$ cat config.mk
export PLATFORM = sky130hd
export DESIGN_NAME = palette_pixel_alpha_blend
export DESIGN_NICKNAME = d
export VERILOG_FILES = /design/src/design/ppab_pkg.sv /design/src/design/ppab_regs.sv /design/src/design/ppab_fetch.sv /design/src/design/ppab_mix.sv /design/src/design/ppab_pack.sv /design/src/design/palette_pixel_alpha_blend.sv
export SDC_FILE = /design/constraint.sdc
export NUM_CORES = 2
export LEC_CHECK = 0
export BUFFER_PORTS_ARGS = -buffer_cell sky130_fd_sc_hd__buf_2
export CORE_ASPECT_RATIO = 0.75
export CORE_MARGIN = 8
export CORE_UTILIZATION = 45
export CTS_BUF_LIST = sky130_fd_sc_hd__clkbuf_8
export CTS_CLUSTER_DIAMETER = 40
export DETAILED_ROUTE_END_ITERATION = 10
export PLACE_DENSITY = 0.7
export SLEW_MARGIN = 40
export SYNTH_ARGS = -nofsm -noshare
export SYNTH_HDL_FRONTEND = slang
export SYNTH_SLANG_ARGS = --single-unit
$ cat constraint.sdc
create_clock -name clk -period 9.45 [get_ports clk]
set_clock_uncertainty 0.2 [all_clocks]
set_input_delay 0.945 -clock clk [delete_from_list [all_inputs] [get_ports clk]]
set_output_delay 0.945 -clock clk [all_outputs]
set_load 0.01 [all_outputs]
$ cat src/design/ppab_pkg.sv
package ppab_pkg;

  // Highest valid palette select
  localparam logic [2:0] KIND_MAX = 3'd4;

  // Palette ROM, indexed by {kind, colour_index}
  localparam int ROM_DEPTH = 80;
  localparam logic [15:0] COLOUR_ROM [ROM_DEPTH] = '{
    // spark
    16'hFFFF, 16'hFFE0, 16'hFE40, 16'hF800, 16'h0000, 16'h8410, 16'hAD55, 16'hD69A,
    16'hFFFF, 16'hFF60, 16'hFD20, 16'hFA00, 16'h18C3, 16'h39E7, 16'h630C, 16'h9CD3,
    // fruit
    16'h07E0, 16'h0660, 16'h05E0, 16'h04C0, 16'h2720, 16'h3FA0, 16'h57E0, 16'h6FE0,
    16'h87E0, 16'h06C0, 16'h0640, 16'h05A0, 16'h04A0, 16'h3700, 16'h47C0, 16'h0000,
    // portal
    16'h801F, 16'h981F, 16'hB05F, 16'hC87F, 16'hE0BF, 16'hF0DF, 16'hF8FF, 16'hFCFF,
    16'hD81F, 16'hE05F, 16'hE89F, 16'h0000, 16'h501F, 16'h681F, 16'h783F, 16'h0000,
    // death
    16'hF800, 16'hF810, 16'hF820, 16'hF830, 16'hF840, 16'hE840, 16'hD840, 16'hC840,
    16'hF840, 16'hF860, 16'hF880, 16'hF8A0, 16'h0000, 16'h3840, 16'h5040, 16'h7040,
    // win
    16'hFFE0, 16'hFFC0, 16'hFFA0, 16'hFF80, 16'hFF60, 16'hFF40, 16'hFF20, 16'hFF00,
    16'hFEE0, 16'hFEC0, 16'hFEA0, 16'hFE80, 16'hFE60, 16'hFE40, 16'hFE20, 16'hFE00
  };

  // Frame geometry registers
  typedef struct packed {
    logic [10:0] frame_width;
    logic [10:0] frame_height;
  } cfg_t;

  // After lookup and widening; channel 0 red, 1 green, 2 blue
  typedef struct packed {
    logic            draw;
    logic            right;
    logic [7:0]      alpha;
    logic [9:0]      ux;
    logic [9:0]      uy;
    logic [2:0][7:0] fg;
    logic [2:0][7:0] bgm;
    logic [2:0][7:0] bgr;
  } fetch_t;

  // After the multiply-accumulate
  typedef struct packed {
    logic             draw;
    logic             right;
    logic [19:0]      row_base;
    logic [9:0]       ux;
    logic [2:0][15:0] sum_m;
    logic [2:0][15:0] sum_r;
  } mix_t;

  // c * 255 / 31 = 8c + floor(7c / 31)
  function automatic logic [7:0] widen5(input logic [4:0] c);
    logic [7:0] y;
    logic [7:0] t;
    y = {c, 3'b000} - {3'b000, c};
    t = y + {5'd0, y[7:5]} + 8'd1;
    return {c, 3'b000} + {5'd0, t[7:5]};
  endfunction

  // c * 255 / 63 = 4c + floor(c / 21)
  function automatic logic [7:0] widen6(input logic [5:0] c);
    logic [1:0] q;
    if (c >= 6'd63) begin
      q = 2'd3;
    end else if (c >= 6'd42) begin
      q = 2'd2;
    end else if (c >= 6'd21) begin
      q = 2'd1;
    end else begin
      q = 2'd0;
    end
    return {c, 2'b00} + {6'd0, q};
  endfunction

  // Exact floor(n / 255) for n up to 65025
  function automatic logic [7:0] div255(input logic [15:0] n);
    logic [16:0] t;
    t = {1'b0, n} + {9'd0, n[15:8]} + 17'd1;
    return t[15:8];
  endfunction

endpackage

$ cat src/design/ppab_regs.sv
module ppab_regs (
  input  logic               clk,
  input  logic               rst,
  input  logic               psel,
  input  logic               penable,
  input  logic               pwrite,
  input  logic [2:0]         paddr,
  input  logic [31:0]        pwdata,
  output logic [31:0]        prdata,
  output logic               pready,
  output ppab_pkg::cfg_t     cfg
);

  localparam logic REG_FRAME_WIDTH  = 1'b0;
  localparam logic REG_FRAME_HEIGHT = 1'b1;
  localparam logic [10:0] FRAME_RESET = 11'd640;

  logic wr_en;

  assign pready = 1'b1;
  assign wr_en  = psel && penable && pwrite;

  // register writes
  always_ff @(posedge clk) begin
    if (rst) begin
      cfg.frame_width  <= FRAME_RESET;
      cfg.frame_height <= FRAME_RESET;
    end else if (wr_en) begin
      case (paddr[2])
        REG_FRAME_WIDTH:  cfg.frame_width  <= pwdata[10:0];
        REG_FRAME_HEIGHT: cfg.frame_height <= pwdata[10:0];
        default: ;
      endcase
    end
  end

  // read mux
  always_comb begin
    case (paddr[2])
      REG_FRAME_WIDTH:  prdata = {21'd0, cfg.frame_width};
      REG_FRAME_HEIGHT: prdata = {21'd0, cfg.frame_height};
      default:          prdata = 32'd0;
    endcase
  end

endmodule

$ cat src/design/ppab_fetch.sv
module ppab_fetch (
  input  logic                clk,
  input  logic                rst,
  input  logic                enable,
  input  logic                in_valid,
  input  ppab_pkg::cfg_t      cfg,
  input  logic                alive,
  input  logic signed [10:0]  pos_x,
  input  logic signed [10:0]  pos_y,
  input  logic [2:0]          kind,
  input  logic [3:0]          colour_index,
  input  logic [7:0]          life_alpha,
  input  logic [15:0]         background_pixel,
  input  logic [15:0]         right_background_pixel,
  output logic                valid,
  output ppab_pkg::fetch_t    stage
);

  ppab_pkg::fetch_t stage_next;
  logic             kind_ok;
  logic             in_x;
  logic             in_y;
  logic [15:0]      colour;
  logic [6:0]       rom_index;

  always_comb begin
    kind_ok   = (kind <= ppab_pkg::KIND_MAX);
    in_x      = !pos_x[10] && ({1'b0, pos_x[9:0]} < cfg.frame_width);
    in_y      = !pos_y[10] && ({1'b0, pos_y[9:0]} < cfg.frame_height);
    rom_index = {kind, colour_index};
    colour    = kind_ok ? ppab_pkg::COLOUR_ROM[rom_index] : 16'd0;

    stage_next.draw  = alive && kind_ok && in_x && in_y;
    // neighbor only when alpha is high and column+1 stays inside the row
    stage_next.right = (life_alpha > 8'd128) &&
                       (({1'b0, pos_x[9:0]} + 11'd1) < cfg.frame_width);
    stage_next.alpha = life_alpha;
    stage_next.ux    = pos_x[9:0];
    stage_next.uy    = pos_y[9:0];

    // widen RGB565 to 8 bits per channel
    stage_next.fg[0]  = ppab_pkg::widen5(colour[15:11]);
    stage_next.fg[1]  = ppab_pkg::widen6(colour[10:5]);
    stage_next.fg[2]  = ppab_pkg::widen5(colour[4:0]);
    stage_next.bgm[0] = ppab_pkg::widen5(background_pixel[15:11]);
    stage_next.bgm[1] = ppab_pkg::widen6(background_pixel[10:5]);
    stage_next.bgm[2] = ppab_pkg::widen5(background_pixel[4:0]);
    stage_next.bgr[0] = ppab_pkg::widen5(right_background_pixel[15:11]);
    stage_next.bgr[1] = ppab_pkg::widen6(right_background_pixel[10:5]);
    stage_next.bgr[2] = ppab_pkg::widen5(right_background_pixel[4:0]);
  end

  always_ff @(posedge clk) begin
    if (rst) begin
      valid <= 1'b0;
    end else if (enable) begin
      valid <= in_valid;
    end
  end

  always_ff @(posedge clk) begin
    if (enable) begin
      stage <= stage_next;
    end
  end

endmodule

$ cat src/design/ppab_mix.sv
module ppab_mix (
  input  logic              clk,
  input  logic              rst,
  input  logic              enable,
  input  logic              in_valid,
  input  ppab_pkg::fetch_t  src,
  input  ppab_pkg::cfg_t    cfg,
  output logic              valid,
  output ppab_pkg::mix_t    stage
);

  ppab_pkg::mix_t stage_next;
  logic [7:0]     a_m;
  logic [7:0]     a_r;
  logic [20:0]    row_full;

  always_comb begin
    a_m = src.alpha;
    a_r = {1'b0, src.alpha[7:1]};

    // row start address, wraps at 2^20
    row_full = {11'd0, src.uy} * {10'd0, cfg.frame_width};

    stage_next.draw     = src.draw;
    stage_next.right    = src.right;
    stage_next.row_base = row_full[19:0];
    stage_next.ux       = src.ux;

    // fg*a + bg*(255-a) per channel; the right pixel uses a/2
    for (int i = 0; i < 3; i++) begin
      stage_next.sum_m[i] = ({8'd0, src.fg[i]} * {8'd0, a_m}) +
                            ({8'd0, src.bgm[i]} * {8'd0, 8'd255 - a_m});
      stage_next.sum_r[i] = ({8'd0, src.fg[i]} * {8'd0, a_r}) +
                            ({8'd0, src.bgr[i]} * {8'd0, 8'd255 - a_r});
    end
  end

  always_ff @(posedge clk) begin
    if (rst) begin
      valid <= 1'b0;
    end else if (enable) begin
      valid <= in_valid;
    end
  end

  always_ff @(posedge clk) begin
    if (enable) begin
      stage <= stage_next;
    end
  end

endmodule

$ cat src/design/ppab_pack.sv
module ppab_pack (
  input  logic             clk,
  input  logic             rst,
  input  logic             enable,
  input  logic             in_valid,
  input  ppab_pkg::mix_t   src,
  output logic             valid,
  output logic             draw,
  output logic [19:0]      pixel_address,
  output logic [15:0]      blended_pixel,
  output logic             draw_right,
  output logic [15:0]      blended_right_pixel
);

  logic [2:0][7:0] o_m;
  logic [2:0][7:0] o_r;
  logic [15:0]     pix_m;
  logic [15:0]     pix_r;
  logic [19:0]     addr;
  logic            right_ok;

  // divide by 255, pack back to RGB565
  always_comb begin
    for (int i = 0; i < 3; i++) begin
      o_m[i] = ppab_pkg::div255(src.sum_m[i]);
      o_r[i] = ppab_pkg::div255(src.sum_r[i]);
    end
    pix_m    = {o_m[0][7:3], o_m[1][7:2], o_m[2][7:3]};
    pix_r    = {o_r[0][7:3], o_r[1][7:2], o_r[2][7:3]};
    addr     = src.row_base + {10'd0, src.ux};
    right_ok = src.draw && src.right;
  end

  always_ff @(posedge clk) begin
    if (rst) begin
      valid <= 1'b0;
    end else if (enable) begin
      valid <= in_valid;
    end
  end

  // no-write items come out with every field zero
  always_ff @(posedge clk) begin
    if (enable) begin
      draw                <= src.draw;
      pixel_address       <= src.draw ? addr : 20'd0;
      blended_pixel       <= src.draw ? pix_m : 16'd0;
      draw_right          <= right_ok;
      blended_right_pixel <= right_ok ? pix_r : 16'd0;
    end
  end

endmodule

$ cat src/design/palette_pixel_alpha_blend.sv
// Channel   Handshake             Payload
// config    psel/penable/pready   paddr, pwdata, prdata (frame_width @0, frame_height @4)
// request   in_valid / in_stall   alive, pos_x, pos_y, kind, colour_index, life_alpha,
//                                 background_pixel, right_background_pixel
// result    out_valid / out_stall draw, pixel_address, blended_pixel, draw_right,
//                                 blended_right_pixel
//
// One item per clock unless a stalled result freezes the pipe, through three register
// stages (lookup/widen, multiply-accumulate, divide/pack), each registering it in turn.
// Synchronous reset clears the stage valid bits and sets both frame registers to 640.
// When a result is held by out_stall the whole pipeline freezes, and in_stall rises
// in the same cycle; nothing is dropped or repeated.
module palette_pixel_alpha_blend (
  input  logic               clk,
  input  logic               rst,
  input  logic               psel,
  input  logic               penable,
  input  logic               pwrite,
  input  logic [2:0]         paddr,
  input  logic [31:0]        pwdata,
  output logic [31:0]        prdata,
  output logic               pready,
  input  logic               in_valid,
  output logic               in_stall,
  input  logic               alive,
  input  logic signed [10:0] pos_x,
  input  logic signed [10:0] pos_y,
  input  logic [2:0]         kind,
  input  logic [3:0]         colour_index,
  input  logic [7:0]         life_alpha,
  input  logic [15:0]        background_pixel,
  input  logic [15:0]        right_background_pixel,
  output logic               out_valid,
  input  logic               out_stall,
  output logic               draw,
  output logic [19:0]        pixel_address,
  output logic [15:0]        blended_pixel,
  output logic               draw_right,
  output logic [15:0]        blended_right_pixel
);

  ppab_pkg::cfg_t   cfg;
  ppab_pkg::fetch_t s1;
  ppab_pkg::mix_t   s2;
  logic             v1;
  logic             v2;
  logic             enable;

  // pipeline advances unless the output holds a result that is stalled
  assign enable   = !(out_valid && out_stall);
  assign in_stall = !enable;

  ppab_regs u_regs (
    .clk     (clk),
    .rst     (rst),
    .psel    (psel),
    .penable (penable),
    .pwrite  (pwrite),
    .paddr   (paddr),
    .pwdata  (pwdata),
    .prdata  (prdata),
    .pready  (pready),
    .cfg     (cfg)
  );

  ppab_fetch u_fetch (
    .clk                    (clk),
    .rst                    (rst),
    .enable                 (enable),
    .in_valid               (in_valid),
    .cfg                    (cfg),
    .alive                  (alive),
    .pos_x                  (pos_x),
    .pos_y                  (pos_y),
    .kind                   (kind),
    .colour_index           (colour_index),
    .life_alpha             (life_alpha),
    .background_pixel       (background_pixel),
    .right_background_pixel (right_background_pixel),
    .valid                  (v1),
    .stage                  (s1)
  );

  ppab_mix u_mix (
    .clk      (clk),
    .rst      (rst),
    .enable   (enable),
    .in_valid (v1),
    .src      (s1),
    .cfg      (cfg),
    .valid    (v2),
    .stage    (s2)
  );

  ppab_pack u_pack (
    .clk                 (clk),
    .rst                 (rst),
    .enable              (enable),
    .in_valid            (v2),
    .src                 (s2),
    .valid               (out_valid),
    .draw                (draw),
    .pixel_address       (pixel_address),
    .blended_pixel       (blended_pixel),
    .draw_right          (draw_right),
    .blended_right_pixel (blended_right_pixel)
  );

endmodule

; Word level (Yosys, flattened, before mapping)
; Memories as Yosys holds them, arrays and structs flattened.
; Cells that the tools add are included.
[totals]
romBits = 2048
word_cells = 141
out_inout_bits = 89
regBits = 309
memories = 1
in_bits = 112
[op_classes]
order_cmp = 15
addsub = 49
reduce_logical = 14
muxes = 13
bitwise = 2
multipliers = 13
[memory_table]
columns = name, words, width, read_ports, rd_clocked_by_memory_dff, wr, line_no
row1 = (no name shown), 128, 16, 1, 0, 0, ppab_fetch.sv:31  ; colour = kind_ok ? ppab_pkg::COLOUR_ROM[rom_index] : 16'd0;
[op_table]
columns = op, n
row1 = multiplier 8 x 8 -> 16 bit, 9
row2 = adder 16 x 1 -> 16 bit (second input constant), 6
row3 = adder 16 x 8 -> 16 bit, 6
row4 = adder 8 x 3 -> 8 bit, 12
row5 = one-hot mux 32 bit (2 select lines), 1
row6 = adder 15 x 16 -> 16 bit, 3
row7 = adder 16 bit, 3
row8 = adder 8 x 1 -> 8 bit (second input constant), 6
row9 = two-way mux 16 bit, 3
row10 = subtractor 8 x 5 -> 8 bit, 6
row11 = multiplier 8 x 7 -> 15 bit, 3
row12 = >= comparator 6 bit (second input constant), 6
row13 = adder 8 x 2 -> 8 bit, 3
row14 = less-than comparator 10 x 11 -> 1 bit, 2
row15 = adder 20 x 10 -> 20 bit, 1
row16 = multiplier 10 x 11 -> 20 bit, 1
row17 = >= comparator 6 x 5 -> 1 bit (second input constant), 3
row18 = two-way mux 2 bit, 6
row19 = adder 10 x 1 -> 11 bit (second input constant), 1
row20 = less-than comparator 11 bit, 1
row21 = logical AND 1 bit, 10
row22 = >= comparator 8 bit (second input constant), 1
row23 = > comparator 8 bit (second input constant), 1
row24 = NOT 7 -> 8 bit, 1
row25 = 7 further kinds, 11

; Longest topological paths before layout
[logic_depth]
depth_word = 10
depth_mapped = 25
ltp_nobuf = 23

; Cells and area by module
; Synthesis repeated with hierarchy kept, for this count alone.
[hier_totals]
cells_unflattened = 4300
area_unflattened_um2 = 42528.3
[modules_own_cells]
columns = module, seq_area_each_um2, area_per_inst_um2, cells_per_inst, n_inst
row1 = ppab_mix, 3863.7, 30118.9, 3075, 1
row2 = ppab_fetch, 3083.0, 7173.1, 699, 1
row3 = ppab_pack, 1641.6, 4011.3, 402, 1
row4 = ppab_regs, 440.4, 1214.9, 122, 1
row5 = palette_pixel_alpha_blend, 0.0, 10.0, 2, 1

; Least setup slack after synthesis
; OpenSTA, ideal clock, no wires.
[synth_path]
kind = input-to-output
start = input out_stall
end = output in_stall
path_stages = 2
path_slack_ps = 345
path_buffers = 0
required_ps = 8305
arrival_ps = 7960
cell_sequence = nand2_1 > inv_1
[synth_between]
elab_chain_cells = 1
[synth_lines]
columns = item, line_no
row1 = "start, declared", palette_pixel_alpha_blend.sv:34  ; input logic out_stall,
row2 = logical AND 1 bit, palette_pixel_alpha_blend.sv:50  ; assign enable = !(out_valid && out_stall);
row3 = "end, declared", palette_pixel_alpha_blend.sv:24  ; output logic in_stall,
; Every way passes these cells.

==> flow_summary.json <==
{
  "grt_max_degree": 80,
  "area_growth_pct": 7.94,
  "ys_seq_area_frac": 0.216,
  "syn_inst": 4195,
  "cts_sinks": 309,
  "htreeDepth": 2,
  "relSlewSlack": 0.446,
  "netlist_top_cells_area": "fa_1 (28%), edfxtp_1 (20%), ha_1 (15%), inv_1 (8.0%), and2_1 (3.4%)",
  "crit_type": "reg2reg",
  "nFillCells": 8562,
  "ios": 201,
  "clkSlewWorstSetupHoldPaths_ns": 0.07,
  "groute.usage.overall": 0.188,
  "grt_pass1_wl_mm": 158,
  "fin_crit_sh": 0.753,
  "hp-class": "in2reg",
  "cp.required_ns": 9.68,
  "maxSlewViolCount": 0,
  "ant_nets": 0,
  "synth_edf_count": 284,
  "synth_top_area_cell": "fa_1",
  "cts_setup_buffers": 0,
  "cts_tree": "yes",
  "hpwl_mm": 75.8,
  "coreArea_sq_mm": 0.0918,
  "drt_pass1_iterations": 6,
  "yosysWarnings": 0,
  "cp_max_fo": 39,
  "cts_resized": 0,
  "drc": 0,
  "avgRoutedWirePerCell_microns": 17.2,
  "die_area_sq_mm": 0.103,
  "cts_buffer_depth": 3,
  "io_buffer_count": 155,
  "worst_pin_slew_ns": 0.830,
  "synth_seq_cells": 309,
  "tns_ns": 0,
  "clock_latency_ns": 0.72,
  "final_nets": 5508,
  "cp-end-kind": "register",
  "grt_overflow": 0,
  "viasPerCell": 5.09,
  "initial_core_util": 0.455,
  "die_h_microns": 280,
  "layout_commonest_cell": "inv_1",
  "antenna_found_initial": 18,
  "mostFrequentLayoutCells": "inv_1 (896), fa_1 (577), ha_1 (504), edfxtp_1 (284), nand2_1 (232)",
  "grt_pass1_vias": 29400,
  "cts_buffers": 60,
  "status": "completed",
  "arrival_ns": 7.35,
  "synth_cell_type_count": 96,
  "fmax_ghz": 0.140,
  "finalNonFillerCells": 5600,
  "syn_area_sq_mm": 0.0418,
  "async_reset_ff_frac": 0,
  "setup_viol": 0,
  "drv_cap": 0,
  "first_iter_violations": 1947,
  "fin_crit_ns": 7.12,
  "root_buffer": "clkbuf_8",
  "wl_mm": 96.1,
  "synth_flop_cell": "edfxtp_1",
  "fp-row-count": 96,
  "place.gp.congestion": 0.892,
  "drive_gt1_frac": 0.0740,
  "hold_buffers": 0,
  "die_w_microns": 368,
  "dp.cells": 5478,
  "vias": 28500,
  "yosysTopAreaCellShare": 0.277,
  "start_kind": "register",
  "post_synth.cell_area_avg_sq_um": 9.96,
  "rsz0062_at_grt": "false",
  "finalHoldViolations": 0
}
[routing by layer]
metal | vias to the layer above | track usage | share of wire
met2 | 843 | 0.283 | 0.43
met1 | 14100 | 0.282 | 0.48
met5 | - | 0 | 0.00064
met4 | 10 | 0.0344 | 0.015
met3 | 110 | 0.0377 | 0.075
li1 | 13500 | - | -
[logic make-up after synthesis]
kind of cell / share of synthesized area
adders and majority gates: 0.428
and+or+nand+nor: 0.143
DFF: 0.216
buffers and inverters: 0.0965
muxes: 0.00395
AOI/OAI and AO/OA: 0.0742
xor gates and xnor gates: 0.0383
other: 0.000180
[cell usage after synthesis, types with 9 or more instances]
master    number
xor2_1        46
or3_1         10
clkbuf_1     101
dfxtp_1       25
a21oi_1      119
a21o_1        51
o21ai_0      107
nand2_1      233
fa_1         577
nor2_1       144
and2_1       228
xnor2_1      133
o21a_1        47
nand4_1       14
edfxtp_1     284
ha_1         504
a21boi_0      15
buf_4         28
inv_1        887
nor2b_1      228
o21bai_1       9
nand3_1       32
a31oi_1       13
nor3_1        28
nand2b_1     148
[final timing paths]
kind	from	endpoint	slack (ns)	cells past startpoint
worst max-delay path	u_fetch.stage[97]	u_mix.stage[29]	2.33	21
worst min-delay path	pos_y[0]	u_fetch.stage[72]	0.21	1
worst max register to register	u_fetch.stage[97]	u_mix.stage[29]	2.33	21
worst min register to register	u_fetch.stage[82]	u_mix.stage[96]	0.22	0
[state kept, by name (all words and copies together) (netlist names)]
signal and cells:
u_regs.cfg 22, u_mix.valid 1, u_fetch.stage 102, u_pack.draw_right 1, u_pack.pixel_address 20, u_pack.blended_right_pixel 16, u_fetch.valid 1, u_mix.stage 128
u_pack.draw 1, u_pack.blended_pixel 16, u_pack.valid 1
[area by class of cell]
class / count / area (sq um) / share of cell area
well taps: 1225 / 1530 / 0.0340
inverters: 891 / 3350 / 0.0742
diodes: 8 / 20.0 / 0.000444
clock buffers: 64 / 881 / 0.0195
clock inverters: 50 / 473 / 0.0105
multi-input cells: 2879 / 28800 / 0.639
repair buffers: 174 / 983 / 0.0218
flip-flops and latches: 309 / 9030 / 0.200
[critical path: stages (launching register included)]
cell and delay, ns:
edfxtp_1 0.83, buf_4 0.59, nand2_1 0.15, fa_1 0.55
fa_1 0.45, fa_1 0.50, inv_1 0.05, fa_1 0.47
inv_1 0.05, fa_1 0.52, inv_1 0.05, fa_1 0.47
ha_1 0.34, nor2b_1 0.14, o21ai_0 0.26, a21boi_0 0.18
o21ai_0 0.30, o21ai_0 0.22, nand2_1 0.14, nand2b_1 0.07
a21oi_1 0.18, xnor2_1 0.11
[through the flow]
stage	utilization	hold WS [ns]	setup slack, ns	cell area [sq um]
2_1_floorplan	-	0.200	0.345	41900
3_3_place_gp	0.476	0.201	2.47	43700
3_5_place_dp	0.476	0.206	2.48	43700
4_1_cts	0.491	0.149	2.43	45100
5_1_grt	0.491	0.160	1.96	45100
6_report	0.491	0.212	2.33	45100
Power is not shown: default switching activity piles up to over one toggle a cycle in this logic, so the estimate is an artifact.
